File: src/rtl/gfcm_pkg.sv
// Package for the gated frequency and capacitance meter.
// Holds widths, reset values, register indexes and the gate record type.
// Used by every other file of the block; depends on nothing.
package gfcm_pkg;

  localparam int unsigned COUNT_WIDTH_DEF = 24;
  localparam int unsigned TICK_WIDTH = 16;
  localparam int unsigned FREQ_WIDTH = 24;
  localparam int unsigned WORD_WIDTH = 32;
  localparam int unsigned CFG_INDEX_WIDTH = 8;

  // Queue depth must be a power of two so that the pointers wrap naturally.
  localparam int unsigned QUEUE_DEPTH = 2;
  localparam int unsigned QPTR_WIDTH = $clog2(QUEUE_DEPTH);

  localparam logic [TICK_WIDTH-1:0] GATE_RESET = 16'd2000;
  localparam logic [WORD_WIDTH-1:0] CAP_RESET = 32'd283076923;
  localparam logic [WORD_WIDTH-1:0] NS_PER_SECOND = 32'd1000000000;
  localparam logic [FREQ_WIDTH-1:0] FREQ_MAX = '1;

  localparam logic [CFG_INDEX_WIDTH-1:0] CFG_GATE_TICKS = 8'd0;
  localparam logic [CFG_INDEX_WIDTH-1:0] CFG_CAP_CONSTANT = 8'd1;

  typedef struct packed {
    logic [WORD_WIDTH-1:0] seconds;
    logic                  overflow;
    logic [FREQ_WIDTH-1:0] freq;
  } gate_rec_t;

endpackage

File: src/rtl/gfcm_if.sv
// Channel interfaces of the gated frequency and capacitance meter.
// Sample input, result output and configuration write channel.
// Depends on gfcm_pkg for the field widths.
interface gfcm_sample_if;
  logic valid;
  logic ready;
  logic edge_seen;
  logic tick;

  modport source (output valid, output edge_seen, output tick, input ready);
  modport sink (input valid, input edge_seen, input tick, output ready);
endinterface

interface gfcm_result_if;
  logic                            valid;
  logic                            ready;
  logic [gfcm_pkg::FREQ_WIDTH-1:0] frequency;
  logic [gfcm_pkg::WORD_WIDTH-1:0] capacitance_pf;
  logic [gfcm_pkg::WORD_WIDTH-1:0] period_ns;
  logic [gfcm_pkg::WORD_WIDTH-1:0] seconds_elapsed;
  logic                            count_overflow;
  logic                            no_signal;

  modport source (output valid, output frequency, output capacitance_pf, output period_ns,
                  output seconds_elapsed, output count_overflow, output no_signal,
                  input ready);
  modport sink (input valid, input frequency, input capacitance_pf, input period_ns,
                input seconds_elapsed, input count_overflow, input no_signal,
                output ready);
endinterface

interface gfcm_cfg_if;
  logic                                 valid;
  logic                                 ready;
  logic [gfcm_pkg::CFG_INDEX_WIDTH-1:0] index;
  logic [gfcm_pkg::WORD_WIDTH-1:0]      data;

  modport source (output valid, output index, output data, input ready);
  modport sink (input valid, input index, input data, output ready);
endinterface

File: src/rtl/gated_frequency_capacitance_meter.sv
// Gated frequency and capacitance meter, top level.
// Takes one sample transfer per cycle; the input stalls only while the gate queue is full.
// A result becomes valid once the record of the gate that the sample closed has left the queue
// and run the 32 steps of the radix-2 divider, or once it has left the queue when no edge was seen.
// The back end takes a new gate record only after the current result has been taken.
// Reset clears all counters and the queue and loads the default gate length and constant.
module gated_frequency_capacitance_meter #(
  parameter int unsigned COUNT_WIDTH = gfcm_pkg::COUNT_WIDTH_DEF
) (
  input  logic          clk_i,
  input  logic          rst_ni,
  gfcm_sample_if.sink   sample_i,
  gfcm_result_if.source result_o,
  gfcm_cfg_if.sink      cfg_i
);

  logic [gfcm_pkg::TICK_WIDTH-1:0] gate_ticks_q;
  logic [gfcm_pkg::WORD_WIDTH-1:0] cap_constant_q;
  logic                            push, pop, full, empty;
  gfcm_pkg::gate_rec_t             rec, head;

  assign cfg_i.ready = 1'b1;

  always_ff @(posedge clk_i or negedge rst_ni) begin
    if (!rst_ni) begin
      gate_ticks_q <= gfcm_pkg::GATE_RESET;
      cap_constant_q <= gfcm_pkg::CAP_RESET;
    end else if (cfg_i.valid && cfg_i.ready) begin
      unique case (cfg_i.index)
        gfcm_pkg::CFG_GATE_TICKS: begin
          gate_ticks_q <= cfg_i.data[gfcm_pkg::TICK_WIDTH-1:0];
        end
        gfcm_pkg::CFG_CAP_CONSTANT: begin
          cap_constant_q <= cfg_i.data;
        end
        default: begin
        end
      endcase
    end
  end

  gfcm_front #(
    .COUNT_WIDTH(COUNT_WIDTH)
  ) u_front (
    .clk_i       (clk_i),
    .rst_ni      (rst_ni),
    .sample_i    (sample_i),
    .gate_ticks_i(gate_ticks_q),
    .full_i      (full),
    .push_o      (push),
    .rec_o       (rec)
  );

  gfcm_queue u_queue (
    .clk_i  (clk_i),
    .rst_ni (rst_ni),
    .push_i (push),
    .rec_i  (rec),
    .pop_i  (pop),
    .full_o (full),
    .empty_o(empty),
    .head_o (head)
  );

  gfcm_back u_back (
    .clk_i         (clk_i),
    .rst_ni        (rst_ni),
    .cap_constant_i(cap_constant_q),
    .empty_i       (empty),
    .head_i        (head),
    .pop_o         (pop),
    .result_o      (result_o)
  );

  a_nosig_freq: assert property (@(posedge clk_i) disable iff (!rst_ni)
    result_o.valid |-> (result_o.no_signal == (result_o.frequency == '0)))
    else $error("no_signal disagrees with frequency");

  a_nosig_ones: assert property (@(posedge clk_i) disable iff (!rst_ni)
    result_o.valid && result_o.no_signal |->
      (result_o.capacitance_pf == '1) && (result_o.period_ns == '1))
    else $error("quotients not forced to all ones without signal");

  a_period_range: assert property (@(posedge clk_i) disable iff (!rst_ni)
    result_o.valid && !result_o.no_signal |-> result_o.period_ns <= gfcm_pkg::NS_PER_SECOND)
    else $error("period exceeds one second");

  a_push_room: assert property (@(posedge clk_i) disable iff (!rst_ni)
    push |-> !full)
    else $error("gate record pushed into a full queue");

endmodule

File: src/rtl/gfcm_front.sv
// Front end: counts edges and ticks per sample and closes the gate.
// Pushes one gate record into the queue for every gate that closes.
// Depends on gfcm_pkg and gfcm_sample_if.
module gfcm_front #(
  parameter int unsigned COUNT_WIDTH = gfcm_pkg::COUNT_WIDTH_DEF
) (
  input  logic                              clk_i,
  input  logic                              rst_ni,
  gfcm_sample_if.sink                       sample_i,
  input  logic [gfcm_pkg::TICK_WIDTH-1:0]   gate_ticks_i,
  input  logic                              full_i,
  output logic                              push_o,
  output gfcm_pkg::gate_rec_t               rec_o
);

  localparam logic [COUNT_WIDTH-1:0] CountMax = '1;

  logic [gfcm_pkg::TICK_WIDTH-1:0] tick_cnt_q, tick_cnt_d;
  logic [COUNT_WIDTH-1:0]          edge_cnt_q, edge_cnt_d, edge_new;
  logic                            sat_q, sat_d, sat_new;
  logic [gfcm_pkg::WORD_WIDTH-1:0] gate_cnt_q, gate_cnt_d;
  logic [gfcm_pkg::TICK_WIDTH:0]   tick_next;
  logic [32:0]                     edge_wide;
  logic                            above;
  logic                            accept;

  assign sample_i.ready = !full_i;
  assign accept = sample_i.valid && sample_i.ready;

  always_comb begin
    edge_new = edge_cnt_q;
    sat_new = sat_q;
    if (sample_i.edge_seen) begin
      if (edge_cnt_q == CountMax) begin
        sat_new = 1'b1;
      end else begin
        edge_new = edge_cnt_q + 1'b1;
      end
    end
    edge_wide = 33'(edge_new);
    above = edge_wide > 33'(gfcm_pkg::FREQ_MAX);
    tick_next = {1'b0, tick_cnt_q} + 1'b1;

    rec_o.freq = above ? gfcm_pkg::FREQ_MAX : edge_wide[gfcm_pkg::FREQ_WIDTH-1:0];
    rec_o.overflow = sat_new || above;
    rec_o.seconds = gate_cnt_q + 1'b1;

    tick_cnt_d = tick_cnt_q;
    edge_cnt_d = edge_cnt_q;
    sat_d = sat_q;
    gate_cnt_d = gate_cnt_q;
    push_o = 1'b0;
    if (accept) begin
      edge_cnt_d = edge_new;
      sat_d = sat_new;
      if (sample_i.tick) begin
        if (tick_next < {1'b0, gate_ticks_i}) begin
          tick_cnt_d = tick_next[gfcm_pkg::TICK_WIDTH-1:0];
        end else begin
          push_o = 1'b1;
          gate_cnt_d = rec_o.seconds;
          tick_cnt_d = '0;
          edge_cnt_d = '0;
          sat_d = 1'b0;
        end
      end
    end
  end

  always_ff @(posedge clk_i or negedge rst_ni) begin
    if (!rst_ni) begin
      tick_cnt_q <= '0;
      edge_cnt_q <= '0;
      sat_q <= 1'b0;
      gate_cnt_q <= '0;
    end else begin
      tick_cnt_q <= tick_cnt_d;
      edge_cnt_q <= edge_cnt_d;
      sat_q <= sat_d;
      gate_cnt_q <= gate_cnt_d;
    end
  end

endmodule

File: src/rtl/gfcm_queue.sv
// Short queue of gate records between the front end and the divider.
// Registered entries, one write and one read port.
// Depends on gfcm_pkg.
module gfcm_queue (
  input  logic                clk_i,
  input  logic                rst_ni,
  input  logic                push_i,
  input  gfcm_pkg::gate_rec_t rec_i,
  input  logic                pop_i,
  output logic                full_o,
  output logic                empty_o,
  output gfcm_pkg::gate_rec_t head_o
);

  gfcm_pkg::gate_rec_t mem_q [gfcm_pkg::QUEUE_DEPTH];

  logic [gfcm_pkg::QPTR_WIDTH-1:0] wr_ptr_q, wr_ptr_d, rd_ptr_q, rd_ptr_d;
  logic [gfcm_pkg::QPTR_WIDTH:0]   cnt_q, cnt_d;
  logic                            do_push, do_pop;

  assign full_o = cnt_q == (gfcm_pkg::QPTR_WIDTH + 1)'(gfcm_pkg::QUEUE_DEPTH);
  assign empty_o = cnt_q == '0;
  assign head_o = mem_q[rd_ptr_q];
  assign do_push = push_i && !full_o;
  assign do_pop = pop_i && !empty_o;

  always_comb begin
    wr_ptr_d = wr_ptr_q;
    rd_ptr_d = rd_ptr_q;
    cnt_d = cnt_q;
    if (do_push) begin
      wr_ptr_d = wr_ptr_q + 1'b1;
    end
    if (do_pop) begin
      rd_ptr_d = rd_ptr_q + 1'b1;
    end
    if (do_push && !do_pop) begin
      cnt_d = cnt_q + 1'b1;
    end else if (do_pop && !do_push) begin
      cnt_d = cnt_q - 1'b1;
    end
  end

  always_ff @(posedge clk_i or negedge rst_ni) begin
    if (!rst_ni) begin
      wr_ptr_q <= '0;
      rd_ptr_q <= '0;
      cnt_q <= '0;
    end else begin
      wr_ptr_q <= wr_ptr_d;
      rd_ptr_q <= rd_ptr_d;
      cnt_q <= cnt_d;
    end
  end

  always_ff @(posedge clk_i) begin
    if (do_push) begin
      mem_q[wr_ptr_q] <= rec_i;
    end
  end

endmodule

File: src/rtl/gfcm_back.sv
// Back end: takes gate records and works out both quotients.
// Two radix-2 restoring dividers share one step counter; the result registers drive the output.
// Depends on gfcm_pkg and gfcm_result_if.
module gfcm_back (
  input  logic                            clk_i,
  input  logic                            rst_ni,
  input  logic [gfcm_pkg::WORD_WIDTH-1:0] cap_constant_i,
  input  logic                            empty_i,
  input  gfcm_pkg::gate_rec_t             head_i,
  output logic                            pop_o,
  gfcm_result_if.source                   result_o
);

  localparam int unsigned FW = gfcm_pkg::FREQ_WIDTH;
  localparam int unsigned WW = gfcm_pkg::WORD_WIDTH;
  localparam int unsigned StepWidth = $clog2(WW);

  typedef enum logic [2:0] {
    BACK_IDLE = 3'b001,
    BACK_DIV  = 3'b010,
    BACK_DONE = 3'b100
  } back_state_e;

  back_state_e state_q, state_d;

  logic [StepWidth-1:0] step_q, step_d;
  logic [FW-1:0]        divisor_q, divisor_d;
  logic [FW-1:0]        a_rem_q, a_rem_d, b_rem_q, b_rem_d;
  logic [WW-1:0]        a_quo_q, a_quo_d, b_quo_q, b_quo_d;
  logic [FW-1:0]        freq_q, freq_d;
  logic [WW-1:0]        secs_q, secs_d;
  logic                 ovf_q, ovf_d, nosig_q, nosig_d;
  logic [FW+WW-1:0]     a_next, b_next;

  function automatic logic [FW+WW-1:0] div_step(input logic [FW-1:0] rem,
                                                input logic [WW-1:0] quo,
                                                input logic [FW-1:0] div);
    logic [FW:0]   sh;
    logic [FW:0]   diff;
    logic          ge;
    logic [FW-1:0] rem_n;
    sh = {rem, quo[WW-1]};
    diff = sh - {1'b0, div};
    ge = sh >= {1'b0, div};
    rem_n = ge ? diff[FW-1:0] : sh[FW-1:0];
    return {rem_n, quo[WW-2:0], ge};
  endfunction

  assign a_next = div_step(a_rem_q, a_quo_q, divisor_q);
  assign b_next = div_step(b_rem_q, b_quo_q, divisor_q);

  always_comb begin
    state_d = state_q;
    step_d = step_q;
    divisor_d = divisor_q;
    a_rem_d = a_rem_q;
    a_quo_d = a_quo_q;
    b_rem_d = b_rem_q;
    b_quo_d = b_quo_q;
    freq_d = freq_q;
    secs_d = secs_q;
    ovf_d = ovf_q;
    nosig_d = nosig_q;
    pop_o = 1'b0;
    unique case (state_q)
      BACK_IDLE: begin
        if (!empty_i) begin
          pop_o = 1'b1;
          freq_d = head_i.freq;
          secs_d = head_i.seconds;
          ovf_d = head_i.overflow;
          divisor_d = head_i.freq;
          a_rem_d = '0;
          b_rem_d = '0;
          step_d = '0;
          if (head_i.freq == '0) begin
            nosig_d = 1'b1;
            a_quo_d = '1;
            b_quo_d = '1;
            state_d = BACK_DONE;
          end else begin
            nosig_d = 1'b0;
            a_quo_d = cap_constant_i;
            b_quo_d = gfcm_pkg::NS_PER_SECOND;
            state_d = BACK_DIV;
          end
        end
      end
      BACK_DIV: begin
        {a_rem_d, a_quo_d} = a_next;
        {b_rem_d, b_quo_d} = b_next;
        step_d = step_q + 1'b1;
        if (step_q == StepWidth'(WW - 1)) begin
          state_d = BACK_DONE;
        end
      end
      BACK_DONE: begin
        if (result_o.ready) begin
          state_d = BACK_IDLE;
        end
      end
      default: begin
        state_d = BACK_IDLE;
      end
    endcase
  end

  always_ff @(posedge clk_i or negedge rst_ni) begin
    if (!rst_ni) begin
      state_q <= BACK_IDLE;
      step_q <= '0;
    end else begin
      state_q <= state_d;
      step_q <= step_d;
    end
  end

  always_ff @(posedge clk_i) begin
    divisor_q <= divisor_d;
    a_rem_q <= a_rem_d;
    a_quo_q <= a_quo_d;
    b_rem_q <= b_rem_d;
    b_quo_q <= b_quo_d;
    freq_q <= freq_d;
    secs_q <= secs_d;
    ovf_q <= ovf_d;
    nosig_q <= nosig_d;
  end

  assign result_o.valid = state_q == BACK_DONE;
  assign result_o.frequency = freq_q;
  assign result_o.capacitance_pf = a_quo_q;
  assign result_o.period_ns = b_quo_q;
  assign result_o.seconds_elapsed = secs_q;
  assign result_o.count_overflow = ovf_q;
  assign result_o.no_signal = nosig_q;

endmodule

File: src/flat_wrapper.sv
// flat-port wrapper written by rule: the top's interface ports become plain ports
module gated_frequency_capacitance_meter_flat 
#(
  parameter int unsigned COUNT_WIDTH = gfcm_pkg::COUNT_WIDTH_DEF
)
  (clk_i, rst_ni, sample_i_valid, sample_i_edge_seen, sample_i_tick, sample_i_ready, result_o_valid, result_o_frequency, result_o_capacitance_pf, result_o_period_ns, result_o_seconds_elapsed, result_o_count_overflow, result_o_no_signal, result_o_ready, cfg_i_valid, cfg_i_index, cfg_i_data, cfg_i_ready);
  gfcm_sample_if sample_i_i ();
  gfcm_result_if result_o_i ();
  gfcm_cfg_if cfg_i_i ();
  input  logic clk_i;
  input  logic rst_ni;
  input wire logic [$bits(sample_i_i.valid)-1:0] sample_i_valid;
  input wire logic [$bits(sample_i_i.edge_seen)-1:0] sample_i_edge_seen;
  input wire logic [$bits(sample_i_i.tick)-1:0] sample_i_tick;
  output wire logic [$bits(sample_i_i.ready)-1:0] sample_i_ready;
  output wire logic [$bits(result_o_i.valid)-1:0] result_o_valid;
  output wire logic [$bits(result_o_i.frequency)-1:0] result_o_frequency;
  output wire logic [$bits(result_o_i.capacitance_pf)-1:0] result_o_capacitance_pf;
  output wire logic [$bits(result_o_i.period_ns)-1:0] result_o_period_ns;
  output wire logic [$bits(result_o_i.seconds_elapsed)-1:0] result_o_seconds_elapsed;
  output wire logic [$bits(result_o_i.count_overflow)-1:0] result_o_count_overflow;
  output wire logic [$bits(result_o_i.no_signal)-1:0] result_o_no_signal;
  input wire logic [$bits(result_o_i.ready)-1:0] result_o_ready;
  input wire logic [$bits(cfg_i_i.valid)-1:0] cfg_i_valid;
  input wire logic [$bits(cfg_i_i.index)-1:0] cfg_i_index;
  input wire logic [$bits(cfg_i_i.data)-1:0] cfg_i_data;
  output wire logic [$bits(cfg_i_i.ready)-1:0] cfg_i_ready;
  assign sample_i_i.valid = sample_i_valid;
  assign sample_i_i.edge_seen = sample_i_edge_seen;
  assign sample_i_i.tick = sample_i_tick;
  assign sample_i_ready = sample_i_i.ready;
  assign result_o_valid = result_o_i.valid;
  assign result_o_frequency = result_o_i.frequency;
  assign result_o_capacitance_pf = result_o_i.capacitance_pf;
  assign result_o_period_ns = result_o_i.period_ns;
  assign result_o_seconds_elapsed = result_o_i.seconds_elapsed;
  assign result_o_count_overflow = result_o_i.count_overflow;
  assign result_o_no_signal = result_o_i.no_signal;
  assign result_o_i.ready = result_o_ready;
  assign cfg_i_i.valid = cfg_i_valid;
  assign cfg_i_i.index = cfg_i_index;
  assign cfg_i_i.data = cfg_i_data;
  assign cfg_i_ready = cfg_i_i.ready;
  gated_frequency_capacitance_meter #(.COUNT_WIDTH(COUNT_WIDTH)) u_core (.clk_i(clk_i), .rst_ni(rst_ni), .sample_i(sample_i_i), .result_o(result_o_i), .cfg_i(cfg_i_i));
endmodule
File: config.mk
export PLATFORM = sky130hd
export DESIGN_NAME = gated_frequency_capacitance_meter_flat
export DESIGN_NICKNAME = d
export VERILOG_FILES = /design/src/rtl/gfcm_pkg.sv /design/src/rtl/gfcm_if.sv /design/src/rtl/gated_frequency_capacitance_meter.sv /design/src/rtl/gfcm_front.sv /design/src/rtl/gfcm_queue.sv /design/src/rtl/gfcm_back.sv /design/src/flat_wrapper.sv
export SDC_FILE = /design/constraint.sdc
export NUM_CORES = 1
export LEC_CHECK = 0
export BUFFER_PORTS_ARGS = -buffer_cell sky130_fd_sc_hd__buf_2
export CAP_MARGIN = 30
export CORE_MARGIN = 3
export CORE_UTILIZATION = 30
export CTS_CLUSTER_DIAMETER = 200
export DETAILED_ROUTE_END_ITERATION = 12
export PLACE_DENSITY = 0.43
export SETUP_SLACK_MARGIN = 0.05
export SYNTH_ARGS = -nofsm -noshare
export SYNTH_HDL_FRONTEND = slang
export SYNTH_SLANG_ARGS = --single-unit
File: constraint.sdc
create_clock -name clk_i -period 7 [get_ports clk_i]
set_input_delay 1.4 -clock clk_i [delete_from_list [all_inputs] [get_ports clk_i]]
set_output_delay 1.4 -clock clk_i [all_outputs]
set_load 0.03 [all_outputs]
==> results.cfg <==
[yosys]
seq_area_frac_synth = 0.573
synthesis.nets = 1887
yosysWarnings = 0
synth_top_area_frac = 0.411
synth_edf_count = 284
avgSynthCellArea_um2 = 11.7
synth_area_leader_cell = edfxtp_1
netlist_instances = 1769
async_flop_share = 0.319
synth_ff_type = edfxtp_1
synth-seq-cells = 417
syn_area_um2 = 20700
ys_types = 79
synth.area.top_cells = edfxtp_1 (41%), dfrtp_1 (13%), mux2_2 (5.1%), ha_1 (4.2%), nand2_1 (4.0%)

[hold_path]
min_path_type = reg2reg
hold_path_startpoint = u_core.u_front.gate_cnt_q[31]
hold_depth = 1
holdPathEnd = u_core.u_front.gate_cnt_q[31]

[global_routing]
grt_pass1_wl_um = 79100
antenna_found_initial = 3
grt_overflow = 0
grt_max_degree = 65
gr-usage-all-layers = 0.140
grt_pass1_vias = 13800

[cells_and_area]
n_fill_cell = 6713
mostFrequentLayoutCell = edfxtp_1
drive_gt1_frac = 0.223
stdcell_count = 2803
stdcell_area_um2 = 24000
areaGrowthSynthToFinish_pct = 16.0
antenna_cells = 0
mostFrequentLayoutCells = edfxtp_1 (284), nand2_1 (220), buf_2 (169), o21ai_0 (108), dfrtp_1 (108)
fin_nets = 2005

[routing]
drc = 0
viasPerCell = 4.80
wl_per_cell_um = 18.2
routed_wl_um = 50900
drtIter0Drc = 883
drt_first_pass_iters = 6
antenna_left = 0
vias = 13500

[setup_path]
cp.required_ps = 7200
rr_worst_depth = 15
arrival_ps = 5320
r2r_slack_ps = 1880
critPathCaptureType = flip-flop
worstPathMaxFanout = 35
r2r-start = u_core.u_front.tick_cnt_q[0]
reg2reg_to = u_core.u_queue.mem_q[1][4]
criticalPathCategory = reg2reg
start_kind = flip-flop

[placed_design]
placed_cell_area_um2 = 22200
place_hpwl_um = 35000
gp_congestion = 0.845
portBuffers = 170
placed_cells = 2707

[sta]
slew_headroom = 0.380
fmax_ghz = 0.195
finalCritPeriodShare = 0.731
grt_setup_unrepaired = no
finalSetupTns_ps = 0
period_minus_slack_ps = 5120
setup_viol = 0
finClkSkew_ps = 50.3
worstMarginPinSlew_ps = 927
finalHoldViolCount = 0
fin_hold_ws_ps = 492
drv_slew = 0

[clocking]
holdBufCountCts = 0
cts_setup_buffers = 0
cts_num_sinks = 417
h-tree-depth = 2
cts_tree = done
cts_resized = 0
cts_buffers = 51
cts_root_buf = clkbuf_16
clk_latency_ps = 610
clockBufferDepth = 3
clk_pin_slew_ps = 60

[power]
leakage_nw = 10.2
peakVddDrop_mv = 0.203
total_power_mw = 10.9
p_per_area_nw_per_um2 = 456

[run]
cap_viol_max_count = 0

[outcome]
status = finished clean

[floorplanning]
die_area_um2 = 72300
die_x_um = 269
die_h_um = 269
num_rows = 95
core_um2 = 67800
start_util = 0.306
pin_count = 172
power by group:
| group | internal, mW | switching [mW] | total [mW] |
|---|---|---|---|
| Sequential | 3.44 | 0.368 | 3.81 |
| Clock | 1.76 | 1.13 | 2.89 |
| Combinational | 1.42 | 2.83 | 4.25 |
| Total | 6.62 | 4.33 | 10.9 |
worst max path at each step:
stage	from	slack (ps)	to	depth (start not counted)
2_1_floorplan	u_core.u_front.tick_cnt_q[0]	1490	u_core.u_queue.mem_q[0][0]	13
3_3_place_gp	sample_i_valid	1820	u_core.u_queue.mem_q[1][8]	9
3_5_place_dp	sample_i_valid	1720	u_core.u_queue.mem_q[1][6]	9
4_1_cts	u_core.u_front.tick_cnt_q[0]	1810	u_core.u_queue.mem_q[1][8]	15
5_1_grt	u_core.u_front.tick_cnt_q[0]	1430	u_core.u_queue.mem_q[1][8]	15
6_report	u_core.u_front.tick_cnt_q[0]	1880	u_core.u_queue.mem_q[1][4]	15
area by class of cell:
class	count	area (um2)	share of cell area
Timing Repair Buffer	191	1050	0.0435
Inverter	64	240	0.00999
Tap cell	873	1090	0.0454
Sequential cell	417	11900	0.495
Clock buffer	60	1340	0.0558
Multi-Input combinational cell	1162	7920	0.330
Clock inverter	36	507	0.0211
sequential cells by signal (all words and copies together) (netlist names), 5 cells and up:
register and flops:
u_core.u_back.result_o.capacitance_pf 32, u_core.u_front.edge_cnt_q 24, u_core.u_back.result_o.seconds_elapsed 32, u_core.u_front.gate_cnt_q 32, u_core.u_back.result_o.frequency 24, u_core.cap_constant_q 32
u_core.u_front.tick_cnt_q 16, u_core.u_back.step_q 5, u_core.gate_ticks_q 16, u_core.u_back.result_o.period_ns 32, u_core.u_back.b_rem_q 24, u_core.u_queue.mem_q 114
u_core.u_back.a_rem_q 24
metal layers:
| metal | part of all wire | track usage | vias to the layer above |
|---|---|---|---|
| met2 | 0.47 | 0.231 | 248 |
| met3 | 0.039 | 0.0239 | 90 |
| met1 | 0.46 | 0.187 | 6571 |
| met5 | 0.00037 | 0 | - |
| met4 | 0.028 | 0.0456 | 4 |
| li1 | - | - | 6555 |
stage by stage:
stage                     utilization  setup WS [ps]
after floorplan                     -           1490
after global placement          0.327           1820
after detailed placement        0.327           1720
after CTS                       0.355           1810
after global routing            0.355           1430
final                           0.355           1880
critical path, stage by stage, from the launching register on:
cell	delay, ps
dfrtp_1	410
ha_1	240
nand3_1	200
nor3_1	650
and3_1	260
xor2_1	80
ha_1	300
and4_1	250
a221o_1	220
nand3_1	90
nand2_1	140
a21oi_2	40
buf_4	220
inv_2	400
and2_2	620
buf_4	570
synthesized netlist by cell type, drive strengths merged (6+ instances only):
master and number:
a211oi 10, a21o 40, a21oi 63, a22o 16, and2 12, and3 24, and4 11, buf 78
clkbuf 48, dfrtp 109, dfstp 24, edfxtp 284, ha 69, inv 64, mux2 93, mux2i 20
nand2 221, nand2b 20, nand3 57, nand4 22, nor2 86, nor2b 8, nor3 26, nor4 12
o21a 6, o21ai 109, o21bai 8, o22ai 7, o31ai 8, or2 8, or3 18, xnor2 80
xor2 57
cells by family after synthesis:
| group | synth area share |
|---|---|
| compound gates | 0.0922 |
| xor+xnor | 0.0579 |
| fa+ha+maj | 0.0436 |
| buf+inv | 0.0464 |
| flops | 0.573 |
| mux | 0.0602 |
| other cells | 0.000181 |
| simple gates | 0.126 |
No activity file was read; power rests on OpenSTA's default activity.
